### src/rtl/multi_key_click_detector_defines.svh
// ----------------------------------------------------------------------------
// multi-key click detector assertion macros
// shared property wrappers for the detector rtl
// ----------------------------------------------------------------------------
`ifndef MULTI_KEY_CLICK_DETECTOR_DEFINES_SVH
`define MULTI_KEY_CLICK_DETECTOR_DEFINES_SVH

// same-cycle implication
`define MKCD_ASSERT_IMPL(label, clk, rst, ante, cons) \
   label: assert property (@(posedge clk) disable iff (rst) (ante) |-> (cons)) \
      else $error("mkcd assertion failed");

// next-cycle implication
`define MKCD_ASSERT_NEXT(label, clk, rst, ante, cons) \
   label: assert property (@(posedge clk) disable iff (rst) (ante) |=> (cons)) \
      else $error("mkcd assertion failed");

`endif

### src/rtl/mkcd_pkg.sv
// ----------------------------------------------------------------------------
// mkcd_pkg
// shared types and codes of the multi-key click detector
// ----------------------------------------------------------------------------
package mkcd_pkg;

   localparam int KEY_SLOTS = 8;
   localparam int KEY_W     = 3;
   localparam int TIME_W    = 32;
   localparam int THR_W     = 16;
   localparam int MASK_W    = 8;
   localparam int CSR_IDX_W = 8;
   localparam int CSR_DAT_W = 16;
   localparam int REQ_DAT_W = 40;
   localparam int RSP_DAT_W = 40;

   // configuration register indexes
   localparam logic [CSR_IDX_W-1:0] CSR_DEBOUNCE  = 8'd0;
   localparam logic [CSR_IDX_W-1:0] CSR_LONG      = 8'd1;
   localparam logic [CSR_IDX_W-1:0] CSR_DBL_WIN   = 8'd2;
   localparam logic [CSR_IDX_W-1:0] CSR_ACT_LOW   = 8'd3;

   typedef enum logic [1:0] {
      ST_IDLE     = 2'd0,
      ST_DEBOUNCE = 2'd1,
      ST_PRESSED  = 2'd2,
      ST_WAIT2    = 2'd3
   } key_fsm_type;

   typedef enum logic [2:0] {
      EV_NONE    = 3'd0,
      EV_PRESS   = 3'd1,
      EV_RELEASE = 3'd2,
      EV_LONG    = 3'd3,
      EV_SHORT   = 3'd4,
      EV_DOUBLE  = 3'd5
   } event_type;

   // per-key state word held in the state memory
   typedef struct packed {
      key_fsm_type       fsm;
      logic              sampled;
      logic              stable;
      logic [TIME_W-1:0] deb_start;
      logic [TIME_W-1:0] press_start;
      logic [TIME_W-1:0] rel_time;
      logic              long_fired;
      logic [1:0]        clicks;
   } key_state_type;

   typedef struct packed {
      logic [THR_W-1:0] debounce_time;
      logic [THR_W-1:0] long_press_time;
      logic [THR_W-1:0] dbl_window;
   } thresh_type;

   typedef struct packed {
      event_type         code;
      logic [TIME_W-1:0] dur;
   } key_event_type;

endpackage

### src/rtl/mkcd_update.sv
// ----------------------------------------------------------------------------
// mkcd_update
// next-state and event logic of one key's click state machine
// ----------------------------------------------------------------------------
module mkcd_update (
   input  mkcd_pkg::key_state_type cur,
   input  logic                    lvl,
   input  logic [31:0]             now_ms,
   input  mkcd_pkg::thresh_type    thr,
   output mkcd_pkg::key_state_type nxt,
   output mkcd_pkg::key_event_type evt
);
   import mkcd_pkg::*;

   logic [TIME_W-1:0] since_deb;
   logic [TIME_W-1:0] since_press;
   logic [TIME_W-1:0] since_rel;
   logic              deb_done;
   logic              long_due;
   logic              win_over;

   assign since_deb   = now_ms - cur.deb_start;
   assign since_press = now_ms - cur.press_start;
   assign since_rel   = now_ms - cur.rel_time;
   assign deb_done    = since_deb   >= {16'd0, thr.debounce_time};
   assign long_due    = since_press >= {16'd0, thr.long_press_time};
   assign win_over    = since_rel   >  {16'd0, thr.dbl_window};

   always_comb begin
      nxt      = cur;
      evt.code = EV_NONE;
      evt.dur  = '0;
      unique case (cur.fsm)
         ST_IDLE: begin
            if (lvl != cur.stable) begin
               nxt.fsm       = ST_DEBOUNCE;
               nxt.deb_start = now_ms;
               nxt.sampled   = lvl;
            end
            // pending clicks expire silently
            if ((cur.clicks != 2'd0) && win_over) begin
               nxt.clicks = 2'd0;
            end
         end
         ST_DEBOUNCE: begin
            if (lvl != cur.sampled) begin
               nxt.sampled   = lvl;
               nxt.deb_start = now_ms;
            end else if (deb_done) begin
               if (cur.sampled && !cur.stable) begin
                  nxt.fsm         = ST_PRESSED;
                  nxt.press_start = now_ms;
                  nxt.long_fired  = 1'b0;
                  nxt.stable      = 1'b1;
                  evt.code        = EV_PRESS;
               end else if (!cur.sampled && cur.stable) begin
                  nxt.fsm      = ST_WAIT2;
                  nxt.rel_time = now_ms;
                  nxt.stable   = 1'b0;
                  if (cur.clicks != 2'd2) begin
                     nxt.clicks = cur.clicks + 2'd1;
                  end
                  evt.code = EV_RELEASE;
                  evt.dur  = since_press;
               end else begin
                  // settled back on the old level
                  nxt.fsm = ST_IDLE;
               end
            end
         end
         ST_PRESSED: begin
            if (lvl != cur.stable) begin
               nxt.fsm       = ST_DEBOUNCE;
               nxt.deb_start = now_ms;
               nxt.sampled   = lvl;
            end else if (!cur.long_fired && long_due) begin
               nxt.long_fired = 1'b1;
               evt.code       = EV_LONG;
               evt.dur        = since_press;
            end
         end
         ST_WAIT2: begin
            if (lvl && !cur.stable) begin
               nxt.fsm       = ST_DEBOUNCE;
               nxt.deb_start = now_ms;
               nxt.sampled   = lvl;
            end else if (win_over) begin
               if (cur.clicks == 2'd1) begin
                  evt.code = EV_SHORT;
               end else if (cur.clicks >= 2'd2) begin
                  evt.code = EV_DOUBLE;
               end
               nxt.clicks = 2'd0;
               nxt.fsm    = ST_IDLE;
            end
         end
         default: begin
            nxt = cur;
         end
      endcase
   end

endmodule

### src/rtl/multi_key_click_detector.sv
// ----------------------------------------------------------------------------
// multi_key_click_detector
// debounce, long press and double click detection for several keys
// ----------------------------------------------------------------------------
// Each req beat is one timestamped raw sample of one key; each one gives
// exactly one rsp beat, in order, carrying the key's event (none, press,
// release, long press, short press or double click), the hold time for
// release and long press, and the debounced key level. Per-key state lives in
// a state memory with a registered read port: a sample is read in the cycle
// it is accepted, updated and written back as its result drops into the
// output register. Back-to-back samples of the same key are served by
// forwarding the word being written, so one sample is accepted every cycle
// unless the event channel stalls. Thresholds and the active-low mask are
// shared by all keys and must only be written while no sample is in flight.
// Samples whose key index is NUM_KEYS or more change nothing and report no
// event with key_down low. The state memory's reset is done by per-entry
// valid bits, so the block is usable right after reset.
// ----------------------------------------------------------------------------
`include "multi_key_click_detector_defines.svh"

module multi_key_click_detector #(
   parameter int NUM_KEYS = 8
) (
   input  logic                             clock,
   input  logic                             reset,
   // sample channel
   input  logic                             req_tvalid,
   output logic                             req_tready,
   // key_id[2:0], raw_level[3], now_ms[35:4], zero fill[39:36]
   input  logic [mkcd_pkg::REQ_DAT_W-1:0]   req_tdata,
   // event channel
   output logic                             rsp_tvalid,
   input  logic                             rsp_tready,
   // event_key[2:0], event_code[5:3], hold_duration[37:6], key_down[38],
   // zero fill[39]
   output logic [mkcd_pkg::RSP_DAT_W-1:0]   rsp_tdata,
   // configuration write channel
   input  logic                             csr_valid,
   output logic                             csr_ready,
   input  logic [mkcd_pkg::CSR_IDX_W-1:0]   csr_index,
   input  logic [mkcd_pkg::CSR_DAT_W-1:0]   csr_data
);
   import mkcd_pkg::*;

   // only the first eight keys can be addressed by the 3-bit key index
   localparam int DEPTH  = (NUM_KEYS < KEY_SLOTS) ? NUM_KEYS : KEY_SLOTS;
   localparam int ADDR_W = (DEPTH > 1) ? $clog2(DEPTH) : 1;

   // shared thresholds
   thresh_type          thr_ff;
   logic [MASK_W-1:0]   act_low_ff;

   // request fields
   logic [KEY_W-1:0]    req_key;
   logic                req_raw;
   logic [TIME_W-1:0]   req_now;
   logic [ADDR_W-1:0]   req_addr;
   logic                req_in_range;
   logic                req_acc;

   // update stage
   logic                s1_vld_ff;
   logic [KEY_W-1:0]    s1_key_ff;
   logic [ADDR_W-1:0]   s1_addr_ff;
   logic                s1_raw_ff;
   logic [TIME_W-1:0]   s1_now_ff;
   logic                s1_in_range_ff;
   logic                s1_adv;
   logic                s1_wr;

   // state memory, valid bits and forwarding
   key_state_type       mem_ff [DEPTH];
   logic [DEPTH-1:0]    ent_vld_ff;
   key_state_type       rd_q_ff;
   logic                rd_vld_ff;
   logic                fwd_ff;
   key_state_type       fwd_q_ff;
   key_state_type       cur_state;
   key_state_type       nxt_state;
   key_event_type       evt;
   logic                lvl;

   // output register
   logic                rsp_vld_ff;
   logic [KEY_W-1:0]    rsp_key_ff;
   event_type           rsp_code_ff;
   logic [TIME_W-1:0]   rsp_dur_ff;
   logic                rsp_down_ff;

   // unpack the sample beat
   assign req_key      = req_tdata[KEY_W-1:0];
   assign req_raw      = req_tdata[KEY_W];
   assign req_now      = req_tdata[KEY_W+TIME_W:KEY_W+1];
   assign req_addr     = req_key[ADDR_W-1:0];
   assign req_in_range = 32'(req_key) < 32'(NUM_KEYS);

   // the update stage drains into the output register when it is free
   assign s1_adv     = !rsp_vld_ff || rsp_tready;
   assign req_tready = !s1_vld_ff || s1_adv;
   assign req_acc    = req_tvalid && req_tready;
   assign s1_wr      = s1_vld_ff && s1_adv && s1_in_range_ff;

   // thresholds are shared; writes take effect at once
   assign csr_ready = 1'b1;

   always_ff @(posedge clock) begin
      if (reset) begin
         thr_ff.debounce_time   <= 16'd20;
         thr_ff.long_press_time <= 16'd1000;
         thr_ff.dbl_window      <= 16'd300;
         act_low_ff             <= 8'hff;
      end else if (csr_valid) begin
         unique case (csr_index)
            CSR_DEBOUNCE: thr_ff.debounce_time   <= csr_data;
            CSR_LONG:     thr_ff.long_press_time <= csr_data;
            CSR_DBL_WIN:  thr_ff.dbl_window      <= csr_data;
            CSR_ACT_LOW:  act_low_ff             <= csr_data[MASK_W-1:0];
            default: ;
         endcase
      end
   end

   // update stage control
   always_ff @(posedge clock) begin
      if (reset) begin
         s1_vld_ff <= 1'b0;
      end else if (req_acc) begin
         s1_vld_ff <= 1'b1;
      end else if (s1_adv) begin
         s1_vld_ff <= 1'b0;
      end
   end

   // update stage payload, memory read and forwarding capture
   always_ff @(posedge clock) begin
      if (req_acc) begin
         s1_key_ff      <= req_key;
         s1_addr_ff     <= req_addr;
         s1_raw_ff      <= req_raw;
         s1_now_ff      <= req_now;
         s1_in_range_ff <= req_in_range;
         rd_q_ff        <= mem_ff[req_addr];
         rd_vld_ff      <= ent_vld_ff[req_addr];
         // the word written this edge is not yet visible at the read port
         fwd_ff         <= s1_wr && (s1_key_ff == req_key);
         fwd_q_ff       <= nxt_state;
      end
   end

   // state memory write port
   always_ff @(posedge clock) begin
      if (s1_wr) begin
         mem_ff[s1_addr_ff] <= nxt_state;
      end
   end

   // entries never written read as the reset state
   always_ff @(posedge clock) begin
      if (reset) begin
         ent_vld_ff <= '0;
      end else if (s1_wr) begin
         ent_vld_ff[s1_addr_ff] <= 1'b1;
      end
   end

   always_comb begin
      if (fwd_ff) begin
         cur_state = fwd_q_ff;
      end else if (rd_vld_ff) begin
         cur_state = rd_q_ff;
      end else begin
         cur_state = '0;
      end
   end

   // polarity correction
   assign lvl = s1_raw_ff ^ act_low_ff[s1_key_ff];

   mkcd_update u_update (
      .cur    (cur_state),
      .lvl    (lvl),
      .now_ms (s1_now_ff),
      .thr    (thr_ff),
      .nxt    (nxt_state),
      .evt    (evt)
   );

   // output register
   always_ff @(posedge clock) begin
      if (reset) begin
         rsp_vld_ff <= 1'b0;
      end else if (s1_adv) begin
         rsp_vld_ff <= s1_vld_ff;
      end
   end

   always_ff @(posedge clock) begin
      if (s1_vld_ff && s1_adv) begin
         rsp_key_ff <= s1_key_ff;
         if (s1_in_range_ff) begin
            rsp_code_ff <= evt.code;
            rsp_dur_ff  <= evt.dur;
            rsp_down_ff <= nxt_state.stable;
         end else begin
            rsp_code_ff <= EV_NONE;
            rsp_dur_ff  <= '0;
            rsp_down_ff <= 1'b0;
         end
      end
   end

   assign rsp_tvalid = rsp_vld_ff;
   assign rsp_tdata  = {1'b0, rsp_down_ff, rsp_dur_ff, rsp_code_ff, rsp_key_ff};

   // an accepted sample always occupies the update stage next cycle
   `MKCD_ASSERT_NEXT(a_acc_fills_s1, clock, reset, req_acc, s1_vld_ff)
   // a press always leaves the key down
   `MKCD_ASSERT_IMPL(a_press_down, clock, reset,
                     rsp_vld_ff && (rsp_code_ff == EV_PRESS), rsp_down_ff)
   // a release always leaves the key up
   `MKCD_ASSERT_IMPL(a_release_up, clock, reset,
                     rsp_vld_ff && (rsp_code_ff == EV_RELEASE), !rsp_down_ff)
   // only release and long press carry a hold time
   `MKCD_ASSERT_IMPL(a_dur_kind, clock, reset,
                     rsp_vld_ff && (rsp_dur_ff != '0),
                     (rsp_code_ff == EV_RELEASE) || (rsp_code_ff == EV_LONG))

endmodule

### config.mk
export PLATFORM = sky130hd
export DESIGN_NAME = multi_key_click_detector
export DESIGN_NICKNAME = d
export VERILOG_FILES = /design/src/rtl/mkcd_pkg.sv /design/src/rtl/mkcd_update.sv /design/src/rtl/multi_key_click_detector.sv
export VERILOG_INCLUDE_DIRS = /design/src /design/src/rtl
export SDC_FILE = /design/constraint.sdc
export NUM_CORES = 1
export LEC_CHECK = 0
export BUFFER_PORTS_ARGS = -buffer_cell sky130_fd_sc_hd__buf_2
export CAP_MARGIN = 20
export CORE_AREA = 5 5 465 467
export DETAILED_ROUTE_END_ITERATION = 10
export DIE_AREA = 0 0 470 472
export GPL_ROUTABILITY_DRIVEN = 0
export PLACE_DENSITY = 0.4
export SYNTH_ARGS = -nofsm -noshare
export SYNTH_HDL_FRONTEND = slang
export SYNTH_HIERARCHICAL = 1
export SYNTH_SLANG_ARGS = --single-unit
### constraint.sdc
create_clock -name clock -period 13.95 [get_ports clock]
set_input_delay 0.6975 -clock clock [delete_from_list [all_inputs] [get_ports clock]]
set_output_delay 0.6975 -clock clock [all_outputs]
set_load 0.05 [all_outputs]
==> qor.txt <==
Outcome: completed
Vias in the first global route: 30641
Crit path top cell by count: nand4_1
Fin util: 28.8%
First-pass GRT wire length: 229 mm
Resize count post-CTS: 0
Setup Fix Bufs, Post-CTS: 0
Commonest non-fill, non-tap cell in the layout: edfxtp_1
Core Rows: 169
Fin cells: 6335
Critical Path Start Type: flip-flop
Max frequency: 113 MHz
Initial DRC count: 1862
Ys flop type: edfxtp_1
Warnings from Yosys: 6
Setup TNS: 0 ps
Pin count of the biggest net entering global routing: 104
Final Hold Viols: 0
Critical path arrival: 9360 ps
Syn Nets: 3481
Buffer and inverter count on the worst path: 3
Post-synth top area cell: edfxtp_1
Worst EP required: 14440 ps
Total of max-cap violations: 0
Core Area: 211000 sq um
Routed WL per cell: 25.1 um
Num ports: 112
Slowest cell on crit path: buf_4
Die Area: 222000 sq um
H-tree depth: 4
Clk root buf: clkbuf_16
Part of the Yosys area used for sequential elements: 65.6%
Detailed Routing Iterations Pass 1: 5
Die Wd: 470 um
Placed Cells incl. Taps: 6091
Static leakage: 20.6 nW
Slew headroom: 30.4%
# hold bufs at CTS: 0
Initial Util: 24.9%
Fin. max-slew vios: 0
Nets@finish: 3635
Dominant delay contributor by cell family on the critical path: simple AND/OR/NAND/NOR gates
Cell variety after synth: 94
Pwr/cell area: 142 nW/um^2
Clk sinks: 1173
Vias/cell: 4.64
CP endpoint kind: flip-flop
Register bit total from synthesis: 1173
Final instance area: 60800 sq um
Hold Crit Depth: 1
Slowest cell delay on critical path: 630 ps
R2R Setup Slk: 5080 ps
PortBufs: 105
Reg2reg end: mem_ff[3][36]$_DFFE_PP_
Reg2reg path depth: 22
VDD IR-drop max: 0.0000984 V
Final WL: 159 mm
End of the worst hold path: s1_raw_ff$_DFFE_PP_
Setup WS post-layout: 5080 ps
Synth area leaders: edfxtp_1 63%, mux4_2 8.9%, ha_1 3.7%
CTS tree: yes
GR Overflow Total: 0
# setup viols final: 0
Tot Pwr: 8.63 mW
Critical path class: reg2reg
Commonest non-fill, non-tap cells in the layout: 1107 x edfxtp_1, 209 x mux4_2, 172 x inv_1
Hold WC Path Type: in2reg
Mapped Area: 52700 sq um
GRT Total Usage: 14.1%
Vias: 29387
Fraction of layout cells with a size suffix above 1: 22.1%
Hold_sp: req_tdata[3]
Synth top area share: 63.1%
Post-DP Area: 56500 sq um
Antenna Violating Nets Remaining: 0
DP HPWL: 100 mm
Pre-CTS setup slack: 5150 ps
Clock Latency Late Sink: 800 ps
Clock buffer depth: 3
Crit share post-route: 63.6%
FF-to-FF Start: fwd_ff$_DFFE_PP_
CP max FO: 34
CTS buffer count: 135
Actual slew at the worst max-slew pin: 1040 ps
Layout area overhead: 15.5%
Clock Skew: 55.2 ps
Asr flop ratio synth: 0%
Crit-path cells: buf_4, nor2b_4, buf_4, a22o_1, inv_1, ha_1, nand4_1, a211oi_1, o221a_2, nor2_1, ha_1, a21oi_1, o21ai_0, a2111oi_0, a211oi_1, nor4_1, nand4_1, nor4_2, nand4_1, and3_1, nand2_8, mux2i_1
Number of flops mapped to enable cells by yosys: 1107
Clock Pin Slew Worst Setup and Hold Paths: 60 ps
Post-Synthesis Cells: 3253
Final critical-path required period: 8870 ps
Residual DRC: 0
Die Height: 472 um
RSZ-0062 raised after global routing: no
Avg Cell Area, Syn: 16.2 sq um
Initial antenna violation count: 5
Hold Slack: 93.3 ps
## routing by layer
metal  up-vias  routed length, um  track usage (%)
li1      13173                  -                -
met4         0               3950             4.08
met1     15502              70600             18.2
met5         -                  0                0
met2       522              79800             24.7
met3       190               4800             2.01
## cell usage after synthesis, types with 77 or more instances
library cell	n
edfxtp_1	1107
mux4_2	209
inv_1	173
ha_1	156
mux2_2	144
nor2_1	139
a22o_1	132
a21oi_1	128
nand2_1	125
clkbuf_1	88
o21ai_0	79
nand2b_1	77
## how the worst max path moves through the flow
stage	slack, ps	depth (start not counted)	endpoint	start
floorplan	2460	3	mem_ff[0][0]$_DFFE_PP_	rsp_tready
global placement	5200	22	mem_ff[6][36]$_DFFE_PP_	fwd_ff$_DFFE_PP_
detailed placement	5150	22	mem_ff[6][36]$_DFFE_PP_	fwd_ff$_DFFE_PP_
CTS	5070	22	mem_ff[3][36]$_DFFE_PP_	fwd_ff$_DFFE_PP_
global route	4490	22	mem_ff[2][36]$_DFFE_PP_	fwd_ff$_DFFE_PP_
finish	5080	22	mem_ff[3][36]$_DFFE_PP_	fwd_ff$_DFFE_PP_
## registers in the layout, summed over array words and instances, names as in the netlist
name,cells
act_low_ff,8
ent_vld_ff,8
fwd_ff,1
fwd_q_ff,103
mem_ff,824
rd_q_ff,103
rd_vld_ff,1
rsp_code_ff,3
rsp_down_ff,1
rsp_dur_ff,32
rsp_key_ff,3
rsp_tvalid,1
s1_addr_ff,3
s1_now_ff,32
s1_raw_ff,1
s1_vld_ff,1
thr_ff,48
## cell type report
type	count	area, sq um
Clock inverter	80	766
Fill cell	21105	150000
Tap cell	2821	3530
Sequential cell	1173	34600
Antenna cell	3	7.51
Timing Repair Buffer	168	1060
Multi-Input combinational cell	1755	16700
Inverter	174	653
Clock buffer	161	3500
## power by group
part           switching (mW)  internal, mW  leakage, nW
Sequential             0.0464          4.04         10.8
Combinational           0.718         0.385         7.64
Clock                    1.47          1.97         2.07
Total                    2.24          6.39         20.6
## cell families after synthesis
| family | synth area share (%) |
|---|---|
| flip-flops | 65.6 |
| AO/OA/AOI/OAI | 7.53 |
| AND/OR/NAND/NOR | 5.02 |
| multiplexers | 14.1 |
| buffers and inverters | 2.76 |
| adder cells (fa/ha/maj) | 3.82 |
| XOR/XNOR | 1.13 |
| other | 0.0143 |
No activity file was read; power rests on OpenSTA's default activity.
